$ cat src/rtl/core/bump_allocator_with_hole_reuse_macros.svh
// Assertion macros used by the allocator top module.
`ifndef BUMP_ALLOCATOR_WITH_HOLE_REUSE_MACROS_SVH
`define BUMP_ALLOCATOR_WITH_HOLE_REUSE_MACROS_SVH

`ifndef ASSERT_OFF
`define BA_ASSERT_IMPL(label, clk, rst_n, ante, cons) \
	label: assert property (@(posedge clk) disable iff (!rst_n) (ante) |-> (cons)) \
		else $error("assertion failed: same-cycle implication");
`define BA_ASSERT_NEXT(label, clk, rst_n, ante, cons) \
	label: assert property (@(posedge clk) disable iff (!rst_n) (ante) |=> (cons)) \
		else $error("assertion failed: next-cycle implication");
`else
`define BA_ASSERT_IMPL(label, clk, rst_n, ante, cons)
`define BA_ASSERT_NEXT(label, clk, rst_n, ante, cons)
`endif

`endif

$ cat src/rtl/core/bmpalloc_pkg.sv
package bmpalloc_pkg;

	localparam int SIZE_W   = 16;
	localparam int SERIAL_W = 16;
	localparam int OFFSET_W = 15;

	localparam logic CMD_ALLOC   = 1'b0;
	localparam logic CMD_RESTART = 1'b1;

	localparam logic [1:0] ST_ALLOCATED = 2'd0;
	localparam logic [1:0] ST_TOO_LARGE = 2'd1;
	localparam logic [1:0] ST_RESTARTED = 2'd2;

	typedef struct packed {
		logic              command;
		logic [SIZE_W-1:0] request_size;
	} req_t;

	typedef struct packed {
		logic [1:0]          status;
		logic [SERIAL_W-1:0] block_number;
		logic [OFFSET_W-1:0] byte_offset;
		logic                opened_block;
		logic                from_hole;
	} rsp_t;

endpackage

$ cat src/rtl/core/bump_allocator_with_hole_reuse.sv
// Bump allocator with reuse of the last 8-byte alignment hole.
// Request channel: req_valid / req_stall carrying req (command, request_size).
// A request with command alloc asks for request_size bytes; command restart
// drops the current heap but keeps the block serial count.
// Response channel: rsp_valid / rsp_stall carrying rsp (status, block_number,
// byte_offset, opened_block, from_hole), one response per request, in order.
// The request passes through two registers: the input register takes it when
// it is accepted, and the decision logic loads the response register from it
// once that register is empty or its response is taken; the allocator state
// is updated in the same cycle, and rsp_valid rises with that load.
// Throughput is one request per cycle while rsp_stall is low.
// When the receiver stalls, the response register holds its value and the
// input register keeps one more request; req_stall rises only once that
// register is also full.
// Reset clears both valid flags and empties the heap: block numbers restart
// so that the first block opened is number 1.
`include "bump_allocator_with_hole_reuse_macros.svh"

module bump_allocator_with_hole_reuse import bmpalloc_pkg::*; #(
	parameter int BLOCK_BYTES = 32768,
	parameter int HOLE_REACH  = 64
) (
	input  logic clk,
	input  logic arst_n,
	input  logic req_valid,
	output logic req_stall,
	input  req_t req,
	output logic rsp_valid,
	input  logic rsp_stall,
	output rsp_t rsp
);

	// Fill point may reach the block end itself; the width leaves room for three bytes beyond it.
	localparam int FW = $clog2(BLOCK_BYTES + 4);

	logic                valid_s1;
	req_t                req_s1;
	logic                adv, load;

	logic [FW-1:0]       fill_q;
	logic [OFFSET_W-1:0] hole_off_q;
	logic                hole_v_q;
	logic                heap_open_q;
	logic [SERIAL_W-1:0] serial_q;

	rsp_t                rsp_d;
	logic [FW-1:0]       nxt_fill;
	logic [OFFSET_W-1:0] nxt_hole_off;
	logic                nxt_hole_v;
	logic                nxt_open;
	logic [SERIAL_W-1:0] nxt_serial;

	rsp_t                rsp_q;
	logic                rsp_valid_q;

	assign adv       = !rsp_valid_q || !rsp_stall;
	assign load      = valid_s1 && adv;
	assign req_stall = valid_s1 && !adv;
	assign rsp_valid = rsp_valid_q;
	assign rsp       = rsp_q;

	always_ff @(posedge clk or negedge arst_n) begin
		if (!arst_n) begin
			valid_s1 <= 1'b0;
		end else if (!req_stall) begin
			valid_s1 <= req_valid;
		end
	end

	always_ff @(posedge clk) begin
		if (req_valid && !req_stall) begin
			req_s1 <= req;
		end
	end

	bmpalloc_calc #(
		.BLOCK_BYTES(BLOCK_BYTES),
		.HOLE_REACH (HOLE_REACH),
		.FW         (FW)
	) u_calc (
		.req         (req_s1),
		.fill        (fill_q),
		.hole_off    (hole_off_q),
		.hole_v      (hole_v_q),
		.heap_open   (heap_open_q),
		.serial      (serial_q),
		.rsp         (rsp_d),
		.nxt_fill    (nxt_fill),
		.nxt_hole_off(nxt_hole_off),
		.nxt_hole_v  (nxt_hole_v),
		.nxt_open    (nxt_open),
		.nxt_serial  (nxt_serial)
	);

	always_ff @(posedge clk or negedge arst_n) begin
		if (!arst_n) begin
			fill_q      <= '0;
			hole_off_q  <= '0;
			hole_v_q    <= 1'b0;
			heap_open_q <= 1'b0;
			serial_q    <= '0;
			rsp_valid_q <= 1'b0;
		end else begin
			if (load) begin
				fill_q      <= nxt_fill;
				hole_off_q  <= nxt_hole_off;
				hole_v_q    <= nxt_hole_v;
				heap_open_q <= nxt_open;
				serial_q    <= nxt_serial;
			end
			if (adv) begin
				rsp_valid_q <= valid_s1;
			end
		end
	end

	always_ff @(posedge clk) begin
		if (load) begin
			rsp_q <= rsp_d;
		end
	end

	`BA_ASSERT_IMPL(a_stall_only_when_full, clk, arst_n, req_stall, valid_s1)
	`BA_ASSERT_IMPL(a_fill_word_aligned, clk, arst_n, 1'b1, fill_q[1:0] == 2'b00)
	`BA_ASSERT_NEXT(a_new_block_no_hole, clk, arst_n,
		load && rsp_d.opened_block, heap_open_q && !hole_v_q)
	`BA_ASSERT_NEXT(a_restart_closes_heap, clk, arst_n,
		load && req_s1.command == CMD_RESTART,
		!heap_open_q && rsp_valid && rsp.status == ST_RESTARTED)

endmodule

$ cat src/rtl/core/bmpalloc_calc.sv
module bmpalloc_calc import bmpalloc_pkg::*; #(
	parameter int BLOCK_BYTES = 32768,
	parameter int HOLE_REACH  = 64,
	parameter int FW          = 16
) (
	input  req_t                req,
	input  logic [FW-1:0]       fill,
	input  logic [OFFSET_W-1:0] hole_off,
	input  logic                hole_v,
	input  logic                heap_open,
	input  logic [SERIAL_W-1:0] serial,
	output rsp_t                rsp,
	output logic [FW-1:0]       nxt_fill,
	output logic [OFFSET_W-1:0] nxt_hole_off,
	output logic                nxt_hole_v,
	output logic                nxt_open,
	output logic [SERIAL_W-1:0] nxt_serial
);

	// Common compare width: holds the block size, a rounded size and the fill point.
	localparam int CW = ((FW > SIZE_W + 1) ? FW : SIZE_W + 1) + 1;

	logic [CW-1:0] size_w, sz_w, fill_w, hole_w, blk_w, base_w, off_w, end_w;
	logic          too_large, is4, reuse, fits, open_new, align;

	always_comb begin
		size_w    = CW'(req.request_size);
		sz_w      = (size_w + CW'(3)) & ~CW'(3);
		fill_w    = CW'(fill);
		hole_w    = CW'(hole_off);
		blk_w     = CW'(BLOCK_BYTES);
		too_large = size_w > blk_w;
		is4       = sz_w == CW'(4);

		// The hole only ever holds 4 bytes, since the fill point is always word aligned.
		reuse = heap_open && hole_v && is4 && (fill_w >= hole_w) &&
			((fill_w - hole_w) <= CW'(HOLE_REACH));
		fits  = heap_open && (fill_w < blk_w) && ((blk_w - fill_w) > sz_w);
		open_new = !reuse && !fits;

		base_w = open_new ? '0 : fill_w;
		align  = !is4 && base_w[2];
		off_w  = align ? base_w + CW'(4) : base_w;
		end_w  = off_w + sz_w;

		nxt_fill     = fill;
		nxt_hole_off = hole_off;
		nxt_hole_v   = hole_v;
		nxt_open     = heap_open;
		nxt_serial   = serial;

		rsp = '0;

		if (req.command == CMD_RESTART) begin
			rsp.status = ST_RESTARTED;
			nxt_open   = 1'b0;
		end else if (too_large) begin
			rsp.status = ST_TOO_LARGE;
		end else if (reuse) begin
			rsp.status       = ST_ALLOCATED;
			rsp.block_number = serial;
			rsp.byte_offset  = hole_off;
			rsp.from_hole    = 1'b1;
			nxt_hole_v       = 1'b0;
		end else begin
			if (open_new) begin
				nxt_serial = serial + SERIAL_W'(1);
				nxt_open   = 1'b1;
				nxt_hole_v = 1'b0;
			end
			if (align) begin
				nxt_hole_v   = 1'b1;
				nxt_hole_off = base_w[OFFSET_W-1:0];
			end
			nxt_fill         = end_w[FW-1:0];
			rsp.status       = ST_ALLOCATED;
			rsp.block_number = open_new ? serial + SERIAL_W'(1) : serial;
			rsp.byte_offset  = off_w[OFFSET_W-1:0];
			rsp.opened_block = open_new;
		end
	end

endmodule

$ cat config.mk
export PLATFORM = sky130hd
export DESIGN_NAME = bump_allocator_with_hole_reuse
export DESIGN_NICKNAME = d
export VERILOG_FILES = /design/src/rtl/core/bmpalloc_pkg.sv /design/src/rtl/core/bump_allocator_with_hole_reuse.sv /design/src/rtl/core/bmpalloc_calc.sv
export VERILOG_INCLUDE_DIRS = /design/src /design/src/rtl/core
export SDC_FILE = /design/constraint.sdc
export NUM_CORES = 1
export LEC_CHECK = 0
export BUFFER_PORTS_ARGS = -buffer_cell sky130_fd_sc_hd__buf_2
export CAP_MARGIN = 20
export CORE_MARGIN = 3
export CORE_UTILIZATION = 57
export DETAILED_ROUTE_END_ITERATION = 6
export GPL_TIMING_DRIVEN = 0
export HOLD_SLACK_MARGIN = 0.15
export PLACE_DENSITY = 0.77
export SLEW_MARGIN = 40
export SYNTH_ARGS = -nofsm -noshare
export SYNTH_HDL_FRONTEND = slang
export SYNTH_HIERARCHICAL = 1
export SYNTH_SLANG_ARGS = --single-unit
$ cat constraint.sdc
create_clock -name clk -period 8 [get_ports clk]
set_clock_uncertainty 0.15 [all_clocks]
set_input_delay 0 -clock clk [delete_from_list [all_inputs] [get_ports clk]]
set_output_delay 0 -clock clk [all_outputs]
set_load 0.01 [all_outputs]
# Yosys cells after proc, flatten, opt, wreduce, memory -nomap -nowiden
# Cells that the tools add are included.
# classes
order_cmp,5
n_mux,13
n_reduce_logical,27
addsub,6
bitwise_logic,3
eq_ne,3
# ops
op,n
2-to-1 mux 16 bit,3
2-to-1 mux 31 bit,1
> comparator 18 x 17 -> 1 bit,1
<= comparator 18 x 7 -> 1 bit (second input constant),1
adder 16 x 2 -> 17 bit (second input constant),1
subtractor 16 x 15 -> 17 bit,1
subtractor 16 x 16 -> 17 bit (first input constant),1
adder 16 x 1 -> 16 bit (second input constant),1
adder 16 bit,1
adder 16 x 3 -> 16 bit (second input constant),1
>= comparator 16 x 15 -> 1 bit,1
> comparator 16 bit (second input constant),1
< comparator 16 bit (second input constant),1
equality test 15 x 1 -> 1 bit (second input constant),1
AND reduction 4 bit,3
logical AND 1 bit,11
2-to-1 mux 1 bit,9
logical NOT 1 bit,7
AND reduction 5 bit,1
!= test 2 bit (second input constant),2
inverter 1 bit,3
nonzero test 3 bit,1
OR reduction 3 bit,1
nonzero test 2 bit,1
other kinds (2),2
# totals
inputBits,21
word_cells,71
register_bits,103

# Logic depth before layout (Yosys ltp)
# depth
ltp_word,11
depth_mapped,36
ltp_nobuf,33

# By module
# Netlist, hierarchy kept.
# by_module_without_submodules
mod,instances,seq_area_each_um2,cells_per_inst,area_per_inst_um2
bmpalloc_calc,1,0.0,634,4043.9
bump_allocator_with_hole_reuse,1,2837.7,163,3498.4

# Least setup slack after synthesis
# Ideal clock, no wire load.
# synth_path
path_kind,flip-flop to flip-flop
startpoint,reg fill_q[2]
endpoint,reg fill_q[14]
path_buffers,3
t_arrival_ns,6.878
path_stages_with_launch,36
path_slack_ns,0.847
period_less_slack_ns,7.153
t_required_ns,7.725
cell_sequence,dfrtp_1 clkbuf_1 nor3_1 nand2b_1 or3_1 nor3_1 nand2b_1 nor3_1 nand2b_1 nor4_1 xnor2_1 ha_1 nand4_1 nor2_1 nand3_1 o2111ai_1 a31o_2 o21ai_2 buf_4 buf_6 and2_1 ha_1 mux2i_1 nor2_1 a31o_2 fa_1 a21o_1 a21o_1 a2111oi_0 o31ai_1 o21ai_0 nand2b_1 a21oi_1 xor2_1 o21ai_0 mux2_2
# synth_via
elab_chain_len,9
word_cells_on_any_way,20
# synth_lines
item,line,source
from (decl),bump_allocator_with_hole_reuse.sv:40,logic [FW-1:0] fill_q;
from (signal assigned),bump_allocator_with_hole_reuse.sv:105,fill_q <= nxt_fill;
subtractor 16 x 15 -> 17 bit (tied with other cells),bmpalloc_calc.sv:37,((fill_w - hole_w) <= CW'(HOLE_REACH));
<= comparator 18 x 7 -> 1 bit (tied with other cells),bmpalloc_calc.sv:37,
logical AND 1 bit (on tied branches),"bmpalloc_calc.sv:36, bmpalloc_calc.sv:38",
logical NOT 1 bit,bmpalloc_calc.sv:39,open_new = !reuse && !fits;
logical AND 1 bit,bmpalloc_calc.sv:39,
2-to-1 mux 16 bit,bmpalloc_calc.sv:41,base_w = open_new ? '0 : fill_w;
adder 16 x 3 -> 16 bit or logical AND 1 bit (tied branches),"bmpalloc_calc.sv:43, bmpalloc_calc.sv:42",
2-to-1 mux 16 bit,bmpalloc_calc.sv:43,off_w = align ? base_w + CW'(4) : base_w;
adder 16 bit,bmpalloc_calc.sv:44,end_w = off_w + sz_w;
# Several ways; a longest one is shown, not always the timed one.
# A chain may end at the register's enable or synchronous reset.

# Worst setup path in the final report
# layout_path
startpoint,reg fill_q[0]
endpoint,reg fill_q[15]
# The elaborated chain is that of the path after synthesis.

==> flow_metrics.py <==
metrics = {
    "drt": {
        "drtAntennaViolNets": 0,
        "drc": 1,
        "wl_met3_um": 1592,
        "drtIter0Drc": 886,
        "vias_per_cell": 6.386,
        "drt-total-wl_um": 20510,
        "wl_met2_um": 10070,
        "wire_per_inst_um": 19.26,
        "dr.pass1.iters": 7,
        "routed.top_layer": "met4",
        "wl_met1_um": 7986,
        "dr_total_vias": 6801,
    },
    "min_path": {
        "holdCritPathClass": "input pin to flop",
        "min_path_cells": 2,
        "hold_end": "req_s1[16]",
        "hp-start": "req[16]",
    },
    "clock_tree": {
        "cts_buffers": 9,
        "htreeDepth": 3,
        "path_clk_slew_ps": 70,
        "clockRootBuffer": "clkbuf_16",
        "cts_tree": "done",
        "clk_path_buf_depth": 2,
        "worstSkewPairLatency_ps": 360,
        "cts_sinks": 103,
    },
    "logic_synthesis": {
        "syn_area_per_cell_um2": 9.463,
        "netlist_area_um2": 7542,
        "synthArstFlopShare_pct": 49.51,
        "yosysSeqAreaShare_pct": 37.62,
        "synth-edff-count": 52,
        "synth-seq-cells": 103,
        "syn_inst": 797,
        "synth_area_leaders": "edfxtp_1, dfrtp_1, mux2_2",
        "syn_nets": 864,
        "synth_top_area_share_pct": 20.70,
        "ys.flop_type": "edfxtp_1",
        "synth_cell_types": 67,
        "synth_area_leader_cell": "edfxtp_1",
        "yosysWarningCount": 6,
    },
    "finish": {
        "nNetsFinal": 955,
        "fin_area_um2": 8676,
        "drive_above_1_share_pct": 18.92,
        "areaGrowthSynthToFinish_pct": 15.03,
        "antenna_cells": 0,
        "multi_input_area_um2": 4332,
        "n_fill_cell": 987,
        "seq_area_um2": 2840,
    },
    "sta": {
        "fin_worst_hold_slack_ps": 199.2,
        "slew_headroom_pct": 46.15,
        "finalSetupViolations": 0,
        "finalHoldViolCount": 0,
        "final.setup.worst_slack_ps": 382.4,
        "setup-tns-final_ps": 0,
        "slew_violations": 0,
        "fmax_mhz": 131.3,
        "finalCriticalPeriod_ps": 7618,
        "worstMarginPinSlew_ps": 804.8,
        "period_share_pct": 95.22,
    },
    "pwr": {
        "pwr-share-comb_pct": 50.6,
        "ir_drop_mv": 0.1852,
        "powerDensity_nw_per_um2": 284.7,
        "power_leakage_nw": 3.665,
        "pwr-share-clk_pct": 19.5,
        "internal-power_w": 0.001427,
        "seqPwrFrac_pct": 30.0,
        "swShare_pct": 42.22,
        "power_w": 0.002470,
        "p_sw_w": 0.001043,
    },
    "floorplan": {
        "initial_core_util_pct": 59.05,
        "io_pins": 58,
        "std_cell_rows": 41,
        "dieArea_um2": 14650,
        "die_x_um": 121.0,
        "fp.coreArea_um2": 12770,
        "fp.dieH_um": 121.0,
    },
    "critical_path": {
        "reg2reg_from": "fill_q[0]",
        "critPathMaxStageDelay_ps": 500,
        "worst_r2r_path_depth": 33,
        "cp-start-kind": "flop",
        "crit_type": "flop to flop",
        "slowest_stage": "dfrtp_1",
        "r2r_end": "fill_q[15]",
        "cp_max_fo": 10,
        "critPathCaptureType": "flop",
        "rrSetupSlack_ps": 380,
        "crit_arrival_ps": 7710,
        "crit_required_ps": 8090,
    },
    "job": {
        "drv_cap": 0,
    },
    "grt": {
        "overflow": 0,
        "grt_pass1_wl_um": 32930,
        "grt_max_degree": 52,
        "first_global_vias": 6670,
        "grt_use_total_pct": 28.63,
        "antenna_found_initial": 0,
    },
    "outcome": {
        "violations": "design-rule violations",
        "status": "complete, but fails checks",
    },
    "place": {
        "gp_congestion": 0.9608,
        "dp_hpwl_um": 14800,
        "placed_area_um2": 8051,
        "io_buffers": 57,
        "place_ws_ps": -232.9,
    },
}
[repair_timing]
action	in CTS	in global routing
endpoints found under the setup margin	3	6
endpoints found under the hold margin	104	0
resized for setup	3	8
hold buffers	23	0
buffers inserted	0	1
[flip-flops by register name (all words and copies together), names as in the netlist]
| register | count |
|---|---|
| fill_q | 16 |
| req_s1 | 17 |
| rsp_valid | 1 |
| hole_off_q | 15 |
| valid_s1 | 1 |
| serial_q | 16 |
| hole_v_q | 1 |
| heap_open_q | 1 |
| rsp | 35 |
[power groups by stage]
| stage | logic, W | registers (W) | clock network [W] |
|---|---|---|---|
| after CTS | 0.00120 | 0.000730 | 0.000492 |
| after detailed placement | 0.00117 | 0.000740 | 0 |
| after floorplan | 0.000897 | 0.000716 | 0 |
| after global routing | 0.00136 | 0.000754 | 0.000511 |
| final | 0.00125 | 0.000740 | 0.000481 |
| after global placement | 0.00112 | 0.000736 | 0 |
[metrics by stage]
stage,std cells,util (%)
floorplan,797,-
global placement,1026,62.96
detailed placement,1026,63.03
CTS,1065,67.59
global route,1065,67.92
finish,1065,67.92
[synthesized netlist by cell type (all sizes together), types with 11 or more instances]
cell type and count:
a21o 14, a21oi 37, buf 16, clkbuf 23
dfrtp 51, edfxtp 52, ha 45, inv 51
mux2 57, nand2 57, nand2b 11, nand3 29
nand4 12, nor2 41, nor3 27, nor4 17
o21a 11, o21ai 72, or3 17, xnor2 33
xor2 24
[how the worst max path moves through the flow]
stage,start,end,slack [ps],cells past startpoint
global placement,fill_q[2],fill_q[14],-80,35
global route,fill_q[0],fill_q[15],-20,33
floorplan,fill_q[2],fill_q[14],850,35
finish,fill_q[0],fill_q[15],380,33
CTS,fill_q[2],fill_q[14],20,35
detailed placement,fill_q[2],fill_q[14],-230,35
[critical path: cells and delay by family (launching register included)]
family	cells	cell delay, ps
flip-flops	1	500
AND/OR/NAND/NOR	13	2690
adder cells (fa/ha/maj)	3	960
multiplexers	2	530
buffers and inverters	3	590
XOR/XNOR	3	420
AO/OA/AOI/OAI	9	1630
[per-layer routing]
layer  global-route usage, %  vias up
met5                       0        -
met4                   14.87        0
met3                   5.221       92
met2                   48.80      379
met1                   34.48     3218
li1                        -     3112
[cells by family after synthesis]
| logic type | Yosys count | synth area share, % |
|---|---|---|
| adders and majority gates | 46 | 7.731 |
| DFF | 103 | 37.62 |
| muxes | 63 | 9.356 |
| AOI/OAI and AO/OA | 190 | 16.04 |
| buffers and inverters | 90 | 5.674 |
| xor gates and xnor gates | 57 | 6.619 |
| and+or+nand+nor | 248 | 16.95 |
[cell type report]
| type | count | share of cell area (%) |
|---|---|---|
| Multi-Input combinational cell | 604 | 49.93 |
| Sequential cell | 103 | 32.74 |
| Timing Repair Buffer | 81 | 6.259 |
| Buffer | 38 | 2.682 |
| Clock buffer | 10 | 2.639 |
| Tap cell | 172 | 2.481 |
| Inverter | 51 | 2.207 |
| Clock inverter | 6 | 1.067 |
[placed cells by master (no fill, tap or decap), types with 11 or more instances in the layout]
cell type,synthesis,layout
xor2_1,24,24
nor3_1,27,24
clkbuf_1,20,20
inv_1,50,50
edfxtp_1,52,52
mux2_2,53,53
nand4_1,12,12
dfrtp_1,51,49
nor2_1,38,38
ha_1,45,45
nand3_1,29,29
a21o_1,14,14
a21oi_1,37,37
nand2_1,56,56
xnor2_1,33,33
o21a_1,11,11
or3_1,17,16
buf_2,4,60
nand2b_1,11,11
nor4_1,17,16
o21ai_0,60,60
dlygate4sd3_1,0,22
o21ai_1,11,11
Power figures use the tool's default switching activity.
